### src/design/elv_pkg.sv
// ----------------------------------------------------------------------------
// Elevator scheduler package
// Shared constants, codes and the request slot layout of the LOOK scheduler.
// ----------------------------------------------------------------------------
package elv_pkg;

   localparam int QUEUE_DEPTH = 16;
   localparam int TAG_WIDTH   = 8;
   localparam int IDX_W       = $clog2(QUEUE_DEPTH);
   localparam int CNT_W       = $clog2(QUEUE_DEPTH + 1);

   localparam int FLOOR_W = 6;
   localparam int FCNT_W  = 7;
   localparam int LOAD_W  = 5;

   typedef enum logic [2:0] {
      EV_ACCEPTED = 3'd0,
      EV_REJECTED = 3'd1,
      EV_DROP_OFF = 3'd2,
      EV_PICK_UP  = 3'd3,
      EV_STEP_END = 3'd4
   } event_type;

   typedef enum logic [1:0] {
      DIR_NONE = 2'd0,
      DIR_UP   = 2'd1,
      DIR_DN   = 2'd2
   } dir_type;

   typedef enum logic [1:0] {
      SLOT_WAIT = 2'd0,
      SLOT_DONE = 2'd1,
      SLOT_RIDE = 2'd2
   } slot_status_type;

   typedef enum logic {
      REQ_ENQUEUE = 1'b0,
      REQ_TICK    = 1'b1
   } req_kind_type;

   typedef enum logic {
      CSR_FLOOR_COUNT  = 1'b0,
      CSR_CAR_CAPACITY = 1'b1
   } csr_index_type;

   typedef struct packed {
      logic [FLOOR_W-1:0]   src_floor;
      logic [FLOOR_W-1:0]   dst_floor;
      logic [TAG_WIDTH-1:0] tag;
      slot_status_type      status;
   } slot_type;

endpackage

### src/design/elv_req_if.sv
// ----------------------------------------------------------------------------
// Request channel
// Valid/ready channel carrying one enqueue or tick word.
// ----------------------------------------------------------------------------
interface elv_req_if;
   import elv_pkg::*;
   logic                   valid;
   logic                   ready;
   logic                   req_type;
   logic [FLOOR_W-1:0]     src_floor;
   logic [FLOOR_W-1:0]     dst_floor;
   logic [TAG_WIDTH-1:0]   tag;

   modport source (output valid, req_type, src_floor, dst_floor, tag, input ready);
   modport sink   (input valid, req_type, src_floor, dst_floor, tag, output ready);
endinterface

### src/design/elv_rsp_if.sv
// ----------------------------------------------------------------------------
// Result channel
// Valid/ready channel carrying one event word of the scheduler.
// ----------------------------------------------------------------------------
interface elv_rsp_if;
   import elv_pkg::*;
   logic                   valid;
   logic                   ready;
   logic [2:0]             event_res;
   logic [TAG_WIDTH-1:0]   tag_res;
   logic [FLOOR_W-1:0]     floor;
   logic [LOAD_W-1:0]      load;
   logic [1:0]             direction;
   logic                   last;

   modport source (output valid, event_res, tag_res, floor, load, direction, last,
                   input ready);
   modport sink   (input valid, event_res, tag_res, floor, load, direction, last,
                   output ready);
endinterface

### src/design/elevator_look_scheduler.sv
// ----------------------------------------------------------------------------
// Elevator LOOK scheduler
// Single-car scheduler: request slot list, per-tick drop-off, pick-up and move.
// ----------------------------------------------------------------------------
// Usage. Words arrive on req_if. An enqueue word appends (from, to, tag) to
// the slot list and yields one accepted or rejected word on rsp_if in the
// cycle after it is taken; enqueue words can follow one per cycle while the
// receiver keeps up. A tick word runs the scheduling step: a compaction pass
// over the used slots, a decision state, a drop-off pass, a pick-up pass, a
// look-ahead pass and a finishing state. Each pass walks the used slots in
// order, and the tick ends at the decision state when nothing is left to
// serve. All passes go through one slot read port. Every drop-off and pick-up
// emits a word, and the step-end word, with last set, closes the tick.
// req_if.ready is high only while no tick is running and the single output
// register can take a word. If the receiver stalls, the sequencer holds at the
// slot that wants to emit until the register is free. Reset (synchronous,
// active high) empties the list, puts the car idle at floor 0 and loads
// floor_count 8 and car_capacity 4; configuration is written through
// csr_we/csr_index/csr_wdata; the user must write it only while the block is
// idle, which the block itself does not enforce.
// ----------------------------------------------------------------------------
module elevator_look_scheduler (
   input  logic                       clock,
   input  logic                       reset,
   elv_req_if.sink                    req_if,
   elv_rsp_if.source                  rsp_if,
   input  logic                       csr_we,
   input  logic                       csr_index,
   input  logic [elv_pkg::FCNT_W-1:0] csr_wdata
);
   import elv_pkg::*;

   typedef enum logic [6:0] {
      S_IDLE    = 7'b0000001,
      S_COMPACT = 7'b0000010,
      S_DECIDE  = 7'b0000100,
      S_DROP    = 7'b0001000,
      S_PICK    = 7'b0010000,
      S_SCAN    = 7'b0100000,
      S_FINISH  = 7'b1000000
   } state_type;

   // Slot storage, no reset: only slots below the fill count are read.
   slot_type slot_ff [QUEUE_DEPTH];

   state_type            state_ff, state_in;
   logic [CNT_W-1:0]     used_ff, used_in;
   logic [CNT_W-1:0]     idx_ff, idx_in;
   logic [CNT_W-1:0]     wr_ff, wr_in;
   logic [FLOOR_W-1:0]   floor_ff, floor_in;
   dir_type              dir_ff, dir_in;
   logic [LOAD_W-1:0]    rider_ff, rider_in;
   logic [FCNT_W-1:0]    fcount_ff, fcount_in;
   logic [LOAD_W-1:0]    cap_ff, cap_in;
   logic                 found_ff, found_in;
   dir_type              pd_ff, pd_in;
   logic                 cont_ff, cont_in;
   logic                 pend_ff, pend_in;

   logic                 ov_ff, ov_in;
   event_type            oev_ff, oev_in;
   logic [TAG_WIDTH-1:0] otag_ff, otag_in;
   logic [FLOOR_W-1:0]   ofloor_ff, ofloor_in;
   logic [LOAD_W-1:0]    oload_ff, oload_in;
   dir_type              odir_ff, odir_in;
   logic                 olast_ff, olast_in;

   logic                 slot_we;
   logic [IDX_W-1:0]     slot_waddr;
   slot_type             slot_wdata;

   logic                 out_free;
   logic                 req_take;
   slot_type             cur;
   logic                 at_end;
   logic [FCNT_W-1:0]    eff_floors;
   logic [FLOOR_W-1:0]   top_floor;
   dir_type              slot_dir;
   logic [FLOOR_W-1:0]   look_floor;
   dir_type              fin_dir;
   logic [FLOOR_W-1:0]   fin_floor;

   assign out_free = !ov_ff || rsp_if.ready;
   assign req_if.ready = (state_ff == S_IDLE) && out_free;
   assign req_take = req_if.valid && req_if.ready;

   assign cur    = slot_ff[idx_ff[IDX_W-1:0]];
   assign at_end = (idx_ff == used_ff);

   // Floor count saturates to the range 2..64 where it is used.
   always_comb begin
      if (fcount_ff < FCNT_W'(2)) begin
         eff_floors = FCNT_W'(2);
      end else if (fcount_ff > FCNT_W'(64)) begin
         eff_floors = FCNT_W'(64);
      end else begin
         eff_floors = fcount_ff;
      end
   end
   assign top_floor = FLOOR_W'(eff_floors - FCNT_W'(1));

   // Direction that a waiting slot would give an idle car.
   always_comb begin
      if (cur.src_floor > floor_ff) begin
         slot_dir = DIR_UP;
      end else if (cur.src_floor < floor_ff) begin
         slot_dir = DIR_DN;
      end else if (cur.dst_floor > floor_ff) begin
         slot_dir = DIR_UP;
      end else if (cur.dst_floor < floor_ff) begin
         slot_dir = DIR_DN;
      end else begin
         slot_dir = DIR_NONE;
      end
   end

   assign look_floor = (cur.status == SLOT_WAIT) ? cur.src_floor : cur.dst_floor;

   // End of tick: reconsider, reverse at the ends, then move one floor.
   always_comb begin
      fin_dir   = dir_ff;
      fin_floor = floor_ff;
      if (!cont_ff && rider_ff == '0) begin
         fin_dir = pend_ff ? pd_ff : DIR_NONE;
      end
      if (floor_ff >= top_floor && fin_dir == DIR_UP) begin
         fin_dir = DIR_DN;
      end else if (floor_ff == '0 && fin_dir == DIR_DN) begin
         fin_dir = DIR_UP;
      end
      if (fin_dir == DIR_UP && floor_ff < top_floor) begin
         fin_floor = floor_ff + FLOOR_W'(1);
      end else if (fin_dir == DIR_DN && floor_ff > '0) begin
         fin_floor = floor_ff - FLOOR_W'(1);
      end
   end

   always_comb begin
      state_in  = state_ff;
      used_in   = used_ff;
      idx_in    = idx_ff;
      wr_in     = wr_ff;
      floor_in  = floor_ff;
      dir_in    = dir_ff;
      rider_in  = rider_ff;
      fcount_in = fcount_ff;
      cap_in    = cap_ff;
      found_in  = found_ff;
      pd_in     = pd_ff;
      cont_in   = cont_ff;
      pend_in   = pend_ff;
      ov_in     = ov_ff && !rsp_if.ready;
      oev_in    = oev_ff;
      otag_in   = otag_ff;
      ofloor_in = ofloor_ff;
      oload_in  = oload_ff;
      odir_in   = odir_ff;
      olast_in  = olast_ff;
      slot_we    = 1'b0;
      slot_waddr = idx_ff[IDX_W-1:0];
      slot_wdata = cur;

      if (csr_we) begin
         unique case (csr_index_type'(csr_index))
            CSR_FLOOR_COUNT:  fcount_in = csr_wdata;
            CSR_CAR_CAPACITY: cap_in    = csr_wdata[LOAD_W-1:0];
            default:          fcount_in = fcount_ff;
         endcase
      end

      unique case (state_ff)
         S_IDLE: begin
            if (req_take) begin
               if (req_if.req_type == REQ_ENQUEUE) begin
                  ov_in     = 1'b1;
                  otag_in   = req_if.tag;
                  ofloor_in = floor_ff;
                  oload_in  = rider_ff;
                  odir_in   = dir_ff;
                  olast_in  = 1'b1;
                  if (used_ff >= CNT_W'(QUEUE_DEPTH)
                      || {1'b0, req_if.src_floor} >= eff_floors
                      || {1'b0, req_if.dst_floor} >= eff_floors) begin
                     oev_in = EV_REJECTED;
                  end else begin
                     oev_in               = EV_ACCEPTED;
                     slot_we              = 1'b1;
                     slot_waddr           = used_ff[IDX_W-1:0];
                     slot_wdata.src_floor = req_if.src_floor;
                     slot_wdata.dst_floor = req_if.dst_floor;
                     slot_wdata.tag       = req_if.tag;
                     slot_wdata.status    = SLOT_WAIT;
                     used_in              = used_ff + CNT_W'(1);
                  end
               end else begin
                  state_in = S_COMPACT;
                  idx_in   = '0;
                  wr_in    = '0;
                  found_in = 1'b0;
                  pd_in    = DIR_NONE;
               end
            end
         end

         // Squeeze out delivered slots, and find the oldest waiter's direction.
         S_COMPACT: begin
            if (at_end) begin
               used_in  = wr_ff;
               state_in = S_DECIDE;
            end else begin
               if (cur.status != SLOT_DONE) begin
                  slot_we    = 1'b1;
                  slot_waddr = wr_ff[IDX_W-1:0];
                  wr_in      = wr_ff + CNT_W'(1);
                  if (!found_ff && cur.status == SLOT_WAIT && slot_dir != DIR_NONE) begin
                     found_in = 1'b1;
                     pd_in    = slot_dir;
                  end
               end
               idx_in = idx_ff + CNT_W'(1);
            end
         end

         S_DECIDE: begin
            if (used_ff == '0 || (dir_ff == DIR_NONE && pd_ff == DIR_NONE)) begin
               if (out_free) begin
                  dir_in    = DIR_NONE;
                  ov_in     = 1'b1;
                  oev_in    = EV_STEP_END;
                  otag_in   = '0;
                  ofloor_in = floor_ff;
                  oload_in  = rider_ff;
                  odir_in   = DIR_NONE;
                  olast_in  = 1'b1;
                  state_in  = S_IDLE;
               end
            end else begin
               if (dir_ff == DIR_NONE) begin
                  dir_in = pd_ff;
               end
               idx_in   = '0;
               state_in = S_DROP;
            end
         end

         S_DROP: begin
            if (at_end) begin
               idx_in   = '0;
               state_in = S_PICK;
            end else if (cur.status == SLOT_RIDE && cur.dst_floor == floor_ff) begin
               if (out_free) begin
                  slot_we           = 1'b1;
                  slot_wdata.status = SLOT_DONE;
                  rider_in  = (rider_ff != '0) ? rider_ff - LOAD_W'(1) : rider_ff;
                  ov_in     = 1'b1;
                  oev_in    = EV_DROP_OFF;
                  otag_in   = cur.tag;
                  ofloor_in = floor_ff;
                  oload_in  = rider_in;
                  odir_in   = dir_ff;
                  olast_in  = 1'b0;
                  idx_in    = idx_ff + CNT_W'(1);
               end
            end else begin
               idx_in = idx_ff + CNT_W'(1);
            end
         end

         S_PICK: begin
            if (at_end) begin
               idx_in   = '0;
               found_in = 1'b0;
               pd_in    = DIR_NONE;
               cont_in  = 1'b0;
               pend_in  = 1'b0;
               state_in = S_SCAN;
            end else if (cur.status == SLOT_WAIT && cur.src_floor == floor_ff
                         && rider_ff < cap_ff) begin
               if (out_free) begin
                  slot_we           = 1'b1;
                  slot_wdata.status = SLOT_RIDE;
                  rider_in  = rider_ff + LOAD_W'(1);
                  ov_in     = 1'b1;
                  oev_in    = EV_PICK_UP;
                  otag_in   = cur.tag;
                  ofloor_in = floor_ff;
                  oload_in  = rider_in;
                  odir_in   = dir_ff;
                  olast_in  = 1'b0;
                  idx_in    = idx_ff + CNT_W'(1);
               end
            end else begin
               idx_in = idx_ff + CNT_W'(1);
            end
         end

         // Look ahead in the travel direction and gather a fresh choice.
         S_SCAN: begin
            if (at_end) begin
               state_in = S_FINISH;
            end else begin
               if (cur.status != SLOT_DONE) begin
                  pend_in = 1'b1;
                  if ((dir_ff == DIR_UP && look_floor > floor_ff)
                      || (dir_ff == DIR_DN && look_floor < floor_ff)) begin
                     cont_in = 1'b1;
                  end
                  if (!found_ff && cur.status == SLOT_WAIT && slot_dir != DIR_NONE) begin
                     found_in = 1'b1;
                     pd_in    = slot_dir;
                  end
               end
               idx_in = idx_ff + CNT_W'(1);
            end
         end

         S_FINISH: begin
            if (out_free) begin
               dir_in    = fin_dir;
               floor_in  = fin_floor;
               ov_in     = 1'b1;
               oev_in    = EV_STEP_END;
               otag_in   = '0;
               ofloor_in = fin_floor;
               oload_in  = rider_ff;
               odir_in   = fin_dir;
               olast_in  = 1'b1;
               state_in  = S_IDLE;
            end
         end

         default: state_in = S_IDLE;
      endcase
   end

   always_ff @(posedge clock) begin
      if (slot_we) begin
         slot_ff[slot_waddr] <= slot_wdata;
      end
   end

   always_ff @(posedge clock) begin
      if (reset) begin
         state_ff  <= S_IDLE;
         used_ff   <= '0;
         floor_ff  <= '0;
         dir_ff    <= DIR_NONE;
         rider_ff  <= '0;
         fcount_ff <= FCNT_W'(8);
         cap_ff    <= LOAD_W'(4);
         ov_ff     <= 1'b0;
      end else begin
         state_ff  <= state_in;
         used_ff   <= used_in;
         floor_ff  <= floor_in;
         dir_ff    <= dir_in;
         rider_ff  <= rider_in;
         fcount_ff <= fcount_in;
         cap_ff    <= cap_in;
         ov_ff     <= ov_in;
      end
   end

   always_ff @(posedge clock) begin
      idx_ff    <= idx_in;
      wr_ff     <= wr_in;
      found_ff  <= found_in;
      pd_ff     <= pd_in;
      cont_ff   <= cont_in;
      pend_ff   <= pend_in;
      oev_ff    <= oev_in;
      otag_ff   <= otag_in;
      ofloor_ff <= ofloor_in;
      oload_ff  <= oload_in;
      odir_ff   <= odir_in;
      olast_ff  <= olast_in;
   end

   assign rsp_if.valid     = ov_ff;
   assign rsp_if.event_res = oev_ff;
   assign rsp_if.tag_res   = otag_ff;
   assign rsp_if.floor     = ofloor_ff;
   assign rsp_if.load      = oload_ff;
   assign rsp_if.direction = odir_ff;
   assign rsp_if.last      = olast_ff;

endmodule

### src/flat_wrapper.sv
// flat-port wrapper written by rule: the top's interface ports become plain ports
module elevator_look_scheduler_flat import elv_pkg::*;
  (clock, reset, csr_we, csr_index, csr_wdata, req_if_valid, req_if_req_type, req_if_src_floor, req_if_dst_floor, req_if_tag, req_if_ready, rsp_if_valid, rsp_if_event_res, rsp_if_tag_res, rsp_if_floor, rsp_if_load, rsp_if_direction, rsp_if_last, rsp_if_ready);
  elv_req_if req_if_i ();
  elv_rsp_if rsp_if_i ();
  input  logic clock;
  input  logic reset;
  input  logic csr_we;
  input  logic csr_index;
  input  logic [elv_pkg::FCNT_W-1:0] csr_wdata;
  input wire logic [$bits(req_if_i.valid)-1:0] req_if_valid;
  input wire logic [$bits(req_if_i.req_type)-1:0] req_if_req_type;
  input wire logic [$bits(req_if_i.src_floor)-1:0] req_if_src_floor;
  input wire logic [$bits(req_if_i.dst_floor)-1:0] req_if_dst_floor;
  input wire logic [$bits(req_if_i.tag)-1:0] req_if_tag;
  output wire logic [$bits(req_if_i.ready)-1:0] req_if_ready;
  output wire logic [$bits(rsp_if_i.valid)-1:0] rsp_if_valid;
  output wire logic [$bits(rsp_if_i.event_res)-1:0] rsp_if_event_res;
  output wire logic [$bits(rsp_if_i.tag_res)-1:0] rsp_if_tag_res;
  output wire logic [$bits(rsp_if_i.floor)-1:0] rsp_if_floor;
  output wire logic [$bits(rsp_if_i.load)-1:0] rsp_if_load;
  output wire logic [$bits(rsp_if_i.direction)-1:0] rsp_if_direction;
  output wire logic [$bits(rsp_if_i.last)-1:0] rsp_if_last;
  input wire logic [$bits(rsp_if_i.ready)-1:0] rsp_if_ready;
  assign req_if_i.valid = req_if_valid;
  assign req_if_i.req_type = req_if_req_type;
  assign req_if_i.src_floor = req_if_src_floor;
  assign req_if_i.dst_floor = req_if_dst_floor;
  assign req_if_i.tag = req_if_tag;
  assign req_if_ready = req_if_i.ready;
  assign rsp_if_valid = rsp_if_i.valid;
  assign rsp_if_event_res = rsp_if_i.event_res;
  assign rsp_if_tag_res = rsp_if_i.tag_res;
  assign rsp_if_floor = rsp_if_i.floor;
  assign rsp_if_load = rsp_if_i.load;
  assign rsp_if_direction = rsp_if_i.direction;
  assign rsp_if_last = rsp_if_i.last;
  assign rsp_if_i.ready = rsp_if_ready;
  elevator_look_scheduler u_core (.clock(clock), .reset(reset), .req_if(req_if_i), .rsp_if(rsp_if_i), .csr_we(csr_we), .csr_index(csr_index), .csr_wdata(csr_wdata));
endmodule
### config.mk
export PLATFORM = sky130hd
export DESIGN_NAME = elevator_look_scheduler_flat
export DESIGN_NICKNAME = d
export VERILOG_FILES = /design/src/design/elv_pkg.sv /design/src/design/elv_req_if.sv /design/src/design/elv_rsp_if.sv /design/src/design/elevator_look_scheduler.sv /design/src/flat_wrapper.sv
export SDC_FILE = /design/constraint.sdc
export NUM_CORES = 1
export LEC_CHECK = 0
export ABC_AREA = 1
export CAP_MARGIN = 20
export CORE_MARGIN = 2
export CORE_UTILIZATION = 69
export DETAILED_ROUTE_END_ITERATION = 12
export DONT_BUFFER_PORTS = 1
export GPL_ROUTABILITY_DRIVEN = 1
export PLACE_DENSITY = 0.95
export RECOVER_POWER = 100
export SYNTH_ARGS = -nofsm -noshare
export SYNTH_HDL_FRONTEND = slang
export SYNTH_SLANG_ARGS = --single-unit
### constraint.sdc
create_clock -name clock -period 7.7 [get_ports clock]
set_clock_uncertainty 0.15 [all_clocks]
set_input_delay 0.385 -clock clock [delete_from_list [all_inputs] [get_ports clock]]
set_output_delay 0.385 -clock clock [all_outputs]
set_load 0.05 [all_outputs]
; ---- Word level (Yosys, flattened, before mapping)
; Memory sizes are Yosys's and may differ from the RTL's. A register that Yosys moved wholly into a read port is not among the register bits.
; Index checks and enable logic that the tools add are counted.
[word_totals]
reg_bits = 78
mem_bits_rw = 352
in_bits = 34
out_inout_bits = 27
elab_cells = 318
memories = 1
[classes]
addsub = 8
n_lt_le_gt_ge = 15
eq_ne = 46
mux = 170
bitwise_logic = 1
n_reduce_logical = 57
[memory_table]
columns = name, words, width, read_ports, rd_ports_with_merged_regs, wr, line
row1 = u_core.slot_ff, 16, 22, 1, 1, 1, elevator_look_scheduler.sv:44  ; slot_type slot_ff [QUEUE_DEPTH];
[ops]
columns = cell, n
row1 = 5-bit 2-to-1 mux, 26
row2 = 6-bit 2-to-1 mux, 12
row3 = 8-bit 2-to-1 mux, 9
row4 = 7-bit 2-to-1 mux, 10
row5 = 22-bit 2-to-1 mux, 3
row6 = 2-bit 2-to-1 mux, 32
row7 = 5-bit case mux with 5 select lines, 2
row8 = 7-bit case mux with 7 select lines, 1
row9 = 1-bit 2-to-1 mux, 41
row10 = 8-bit case mux with 5 select lines, 1
row11 = "2-bit by 1-bit inequality test with 1-bit output, second input constant", 18
row12 = 3-bit 2-to-1 mux, 10
row13 = 5-bit case mux with 2 select lines, 3
row14 = 6-bit case mux with 5 select lines, 1
row15 = 6-bit < comparator, 4
row16 = 4-bit 2-to-1 mux, 6
row17 = "5-bit by 1-bit adder with 5-bit output, second input constant", 4
row18 = 20-bit 2-to-1 mux, 1
row19 = 10-bit AND reduction, 2
row20 = 5-bit AND reduction, 4
row21 = 6-bit > comparator, 3
row22 = "2-bit inequality test, second input constant", 9
row23 = 1-bit logical AND, 16
row24 = 3-bit case mux with 5 select lines, 1
row25 = other kinds (47), 78

; ---- Longest topological paths before layout
[logic_depth]
ltp_word = 13
ltp_mapped = 24
ltp_nobuf = 24

; ---- Worst setup path before layout
; Ideal clock, no wire load.
[synth_timing]
path_type = register to register
startpoint = reg (tool-made name)
endpoint = mem u_core.slot_ff[6][0] in the netlist's numbering (enable)
setup_time_ns = 0.401
t_arrival_ns = 3.972
t_required_ns = 7.149
setup_slack_ns = 3.177
path_stages_with_launch = 21
path_buffers = 3
period_less_slack_ns = 4.523
path_cell_list = dfxtp_1 > inv_2 > buf_2 > buf_2 > clkbuf_1 > o21ai_0 > o22ai_1 > o211ai_1 > nand2_1 > ha_1 > nand3_1 > nor2_1 > nand2_1 > or2_2 > a21oi_2 > nand2_1 > nand2_2 > nand3_4 > nand2_2 > nand3_2 > nor2_1
[synth_rtl]
columns = element, line
row1 = "end, declared", elevator_look_scheduler.sv:44

==> results_dict.tcl <==
set metrics [dict create \
    ant_nets 0 \
    diodes 0 \
    vias_per_cell 6.901 \
    rrSetupSlack_ps 1030 \
    postCtsSetupBuffers 0 \
    cp_slowest_stage_delay_ps 1170 \
    critPathRequiredTime_ps 7800 \
    first_pass_iters 8 \
    power.density_nw_per_um2 420.9 \
    place.gp.congestion 0.9704 \
    rsz0062_at_grt "false" \
    synth_edf_count 392 \
    drt-total-wl_um 57420 \
    grt_usage_pct 37.32 \
    setup_tns_ps 0 \
    finish.utilization_pct 76.40 \
    setup_viol 0 \
    clk_pin_slew_worst_paths_ps 70 \
    cp_top_family "buffers and inverters" \
    grt_overflow 0 \
    cts.sinks 434 \
    synth_cell_types 52 \
    synth_flop_cell "edfxtp_1" \
    first_global_vias 15550 \
    drcViolationCount 0 \
    critPathMaxFanout 45 \
    ir_worst_vdd_mv 0.2450 \
    ioPinCount 61 \
    cp.buffers_inverters 5 \
    arrival_ps 6770 \
    die_y_um 175.5 \
    final_cell_mix "edfxtp_1 (392), nand2_1 (282), nor2_1 (246), o21ai_0 (246), inv_1 (146)" \
    grt_start_max_net_pins 124 \
    setup_slack_ps 1031 \
    multiInputGateArea_um2 6615 \
    seq_area_um2 12620 \
    dieArea_um2 30820 \
    total_power_mw 9.281 \
    final_cells 2346 \
    cp_num_cells 18 \
    finalHoldViolCount 0 \
    fmax_mhz 149.9 \
    num_rows 62 \
    ys_seq_area_share_pct 62.11 \
    fin_crit_sh_pct 86.61 \
    slowest_stage "inv_1" \
    end_kind "flop" \
    status "finished with violations" \
    fin_nets 2016 \
    wire_per_inst_um 24.48 \
    place_area_um2 20670 \
    holdWs_ps 25.95 \
    cts_max_level 2 \
    synthesis.area_um2 20310 \
    die_w_um 175.5 \
    critPathLaunchType "flop" \
    r2r.worst_path.cells 18 \
    synth_cells 1928 \
    clockBufferDepth 3 \
    critPathKind "reg -> reg" \
    holdCritPathClass "in -> reg" \
    yosysWarnings 0 \
    drv_cap 3 \
    r2r_end "u_core.slot_ff[1][19]" \
    fin_area_um2 22050 \
    syn2layout_area_growth_pct 8.583 \
    crit_chain "inv_1 -> clkbuf_1 -> o21ai_0 -> o221ai_1 -> nand3_1 -> nand2_1 -> ha_1 -> nand2_1 -> inv_1 -> nand4_1 -> inv_1 -> nand3_1 -> nand2_1 -> nand3_4 -> nand2_1 -> nand3_1 -> nor2_2 -> buf_4" \
    coreArea_um2 28860 \
    grt_antenna_before_repair 1 \
    syn_nets 2012 \
    ys_async_sr_fraction_pct 0 \
    cts_root_buffer "clkbuf_16" \
    start_util_pct 70.37 \
    crit_path_frequent_cell "nand2_1" \
    worst_slew_pin_slew_ps 2113 \
    placed_cells 2249 \
    slew_headroom_pct -42.15 \
    dp_hpwl_um 33870 \
    ys_seq_elements 434 \
    cts_tree "yes" \
    grt_first_pass_wirelength_um 87260 \
    clk-insertion-delay-late_ps 580 \
    drv_slew 23 \
    finalCriticalPeriod_ps 6669 \
    layout-drive-gt1-share_pct 6.932 \
    cp-endpoint "u_core.slot_ff[1][19]" \
    violations "capacitance limit, slew limit" \
    vias 16190 \
    cts-buffers-inserted 43 \
    nFillCells 1684 \
    syn_area_per_cell_um2 10.53 \
    drt_iter0_drc 3016 \
    portBuffers 0 \
    p_leak_nw 8.106 \
    pre_cts_slack_ps 2226 \
    final_common_cell "edfxtp_1" \
]
==> synth_stat cells (5+ instances only) <==
library cell  number  share of area [%]
a21oi_1           41                1.0
a21oi_2            5               0.22
a31oi_1            7               0.22
buf_2             15               0.37
clkbuf_1          70                1.3
dfxtp_1           42                4.1
edfxtp_1         392                 58
ha_1              50                3.1
inv_1            142                2.6
inv_2             13               0.24
nand2_1          275                5.1
nand2_2           11               0.34
nand3_1          122                3.0
nand3_2            9               0.44
nand3b_1           5               0.18
nand4_1           18               0.55
nor2_1           256                4.7
nor2_2             9               0.28
nor3_1            16               0.39
o211ai_1          23               0.85
o21ai_0          235                5.8
o21ai_1           12               0.30
o221ai_1          68                2.9
o22ai_1           17               0.52
xor2_1            23               0.99
==> worst min-delay path by stage <==
stage | from | cells past startpoint | to | slack (ps)
6_report | csr_index | 2 | u_core.cap_ff[1] | 30
5_1_grt | req_if_tag[7] | 2 | u_core.rsp_if.tag_res[7] | 2
4_1_cts | req_if_tag[7] | 2 | u_core.rsp_if.tag_res[7] | 2
3_5_place_dp | reset | 1 | u_core.used_ff[4] | 310
3_3_place_gp | reset | 1 | u_core.rider_ff[0] | 310
2_1_floorplan | u_core.cap_ff[0] | 2 | u_core.cap_ff[0] | 280
==> repair_timing <==
item,CTS,global route
gates resized for setup,0,0
hold buffers,20,0
hold endpoints to repair,36,0
==> state kept, by name (all words and copies together) (netlist names), named ones only <==
| name | cells |
|---|---|
| u_core.cap_ff | 5 |
| u_core.cont_ff | 1 |
| u_core.dir_ff | 2 |
| u_core.fcount_ff | 7 |
| u_core.floor_ff | 6 |
| u_core.found_ff | 1 |
| u_core.idx_ff | 5 |
| u_core.pd_ff | 2 |
| u_core.pend_ff | 1 |
| u_core.rider_ff | 5 |
| u_core.rsp_if.direction | 2 |
| u_core.rsp_if.event_res | 3 |
| u_core.rsp_if.floor | 6 |
| u_core.rsp_if.last | 1 |
| u_core.rsp_if.load | 5 |
| u_core.rsp_if.tag_res | 8 |
| u_core.rsp_if.valid | 1 |
| u_core.slot_ff | 352 |
| u_core.state_ff | 7 |
| u_core.used_ff | 5 |
| u_core.wr_ff | 5 |
==> area by class of cell <==
cell class | count | area share, %
Clock buffer | 50 | 4.999
Tap cell | 384 | 2.179
Timing Repair Buffer | 50 | 1.810
Sequential cell | 434 | 57.23
Inverter | 159 | 2.718
Multi-Input combinational cell | 1244 | 30.00
Clock inverter | 25 | 1.061
==> layer usage <==
layer	vias to the layer above	track usage [%]	wire [um]
met5	-	0	13
met4	2	20.87	3793
met3	346	9.870	8403
met2	1505	57.81	25960
met1	7461	48.41	19260
li1	6876	-	-
==> logic make-up after synthesis <==
logic type               Yosys count  share of synthesized area, %
AND/OR/NAND/NOR                  737                         16.08
flip-flops                       434                         62.11
AO/OA/AOI/OAI                    430                         12.76
buffers and inverters            250                         4.806
adder cells (fa/ha/maj)           50                         3.081
XOR/XNOR                          27                         1.165
==> worst reg2reg max path, stage by stage (launching register included) <==
cell and delay [ps]:
dfxtp_2 540, inv_1 1180, clkbuf_1 860, o21ai_0 210, o221ai_1 280, nand3_1 150
nand2_1 210, ha_1 220, nand2_1 70, inv_1 100, nand4_1 90, inv_1 130
nand3_1 280, nand2_1 250, nand3_4 180, nand2_1 190, nand3_1 220, nor2_2 620
buf_4 410
==> power breakdown <==
| part | internal, mW | leakage (nW) | switching, mW | total (mW) |
|---|---|---|---|---|
| Combinational | 0.827 | 3.57 | 2.62 | 3.44 |
| Sequential | 3.40 | 3.90 | 0.394 | 3.79 |
| Clock | 1.13 | 0.640 | 0.912 | 2.05 |
Power figures use the tool's default switching activity.
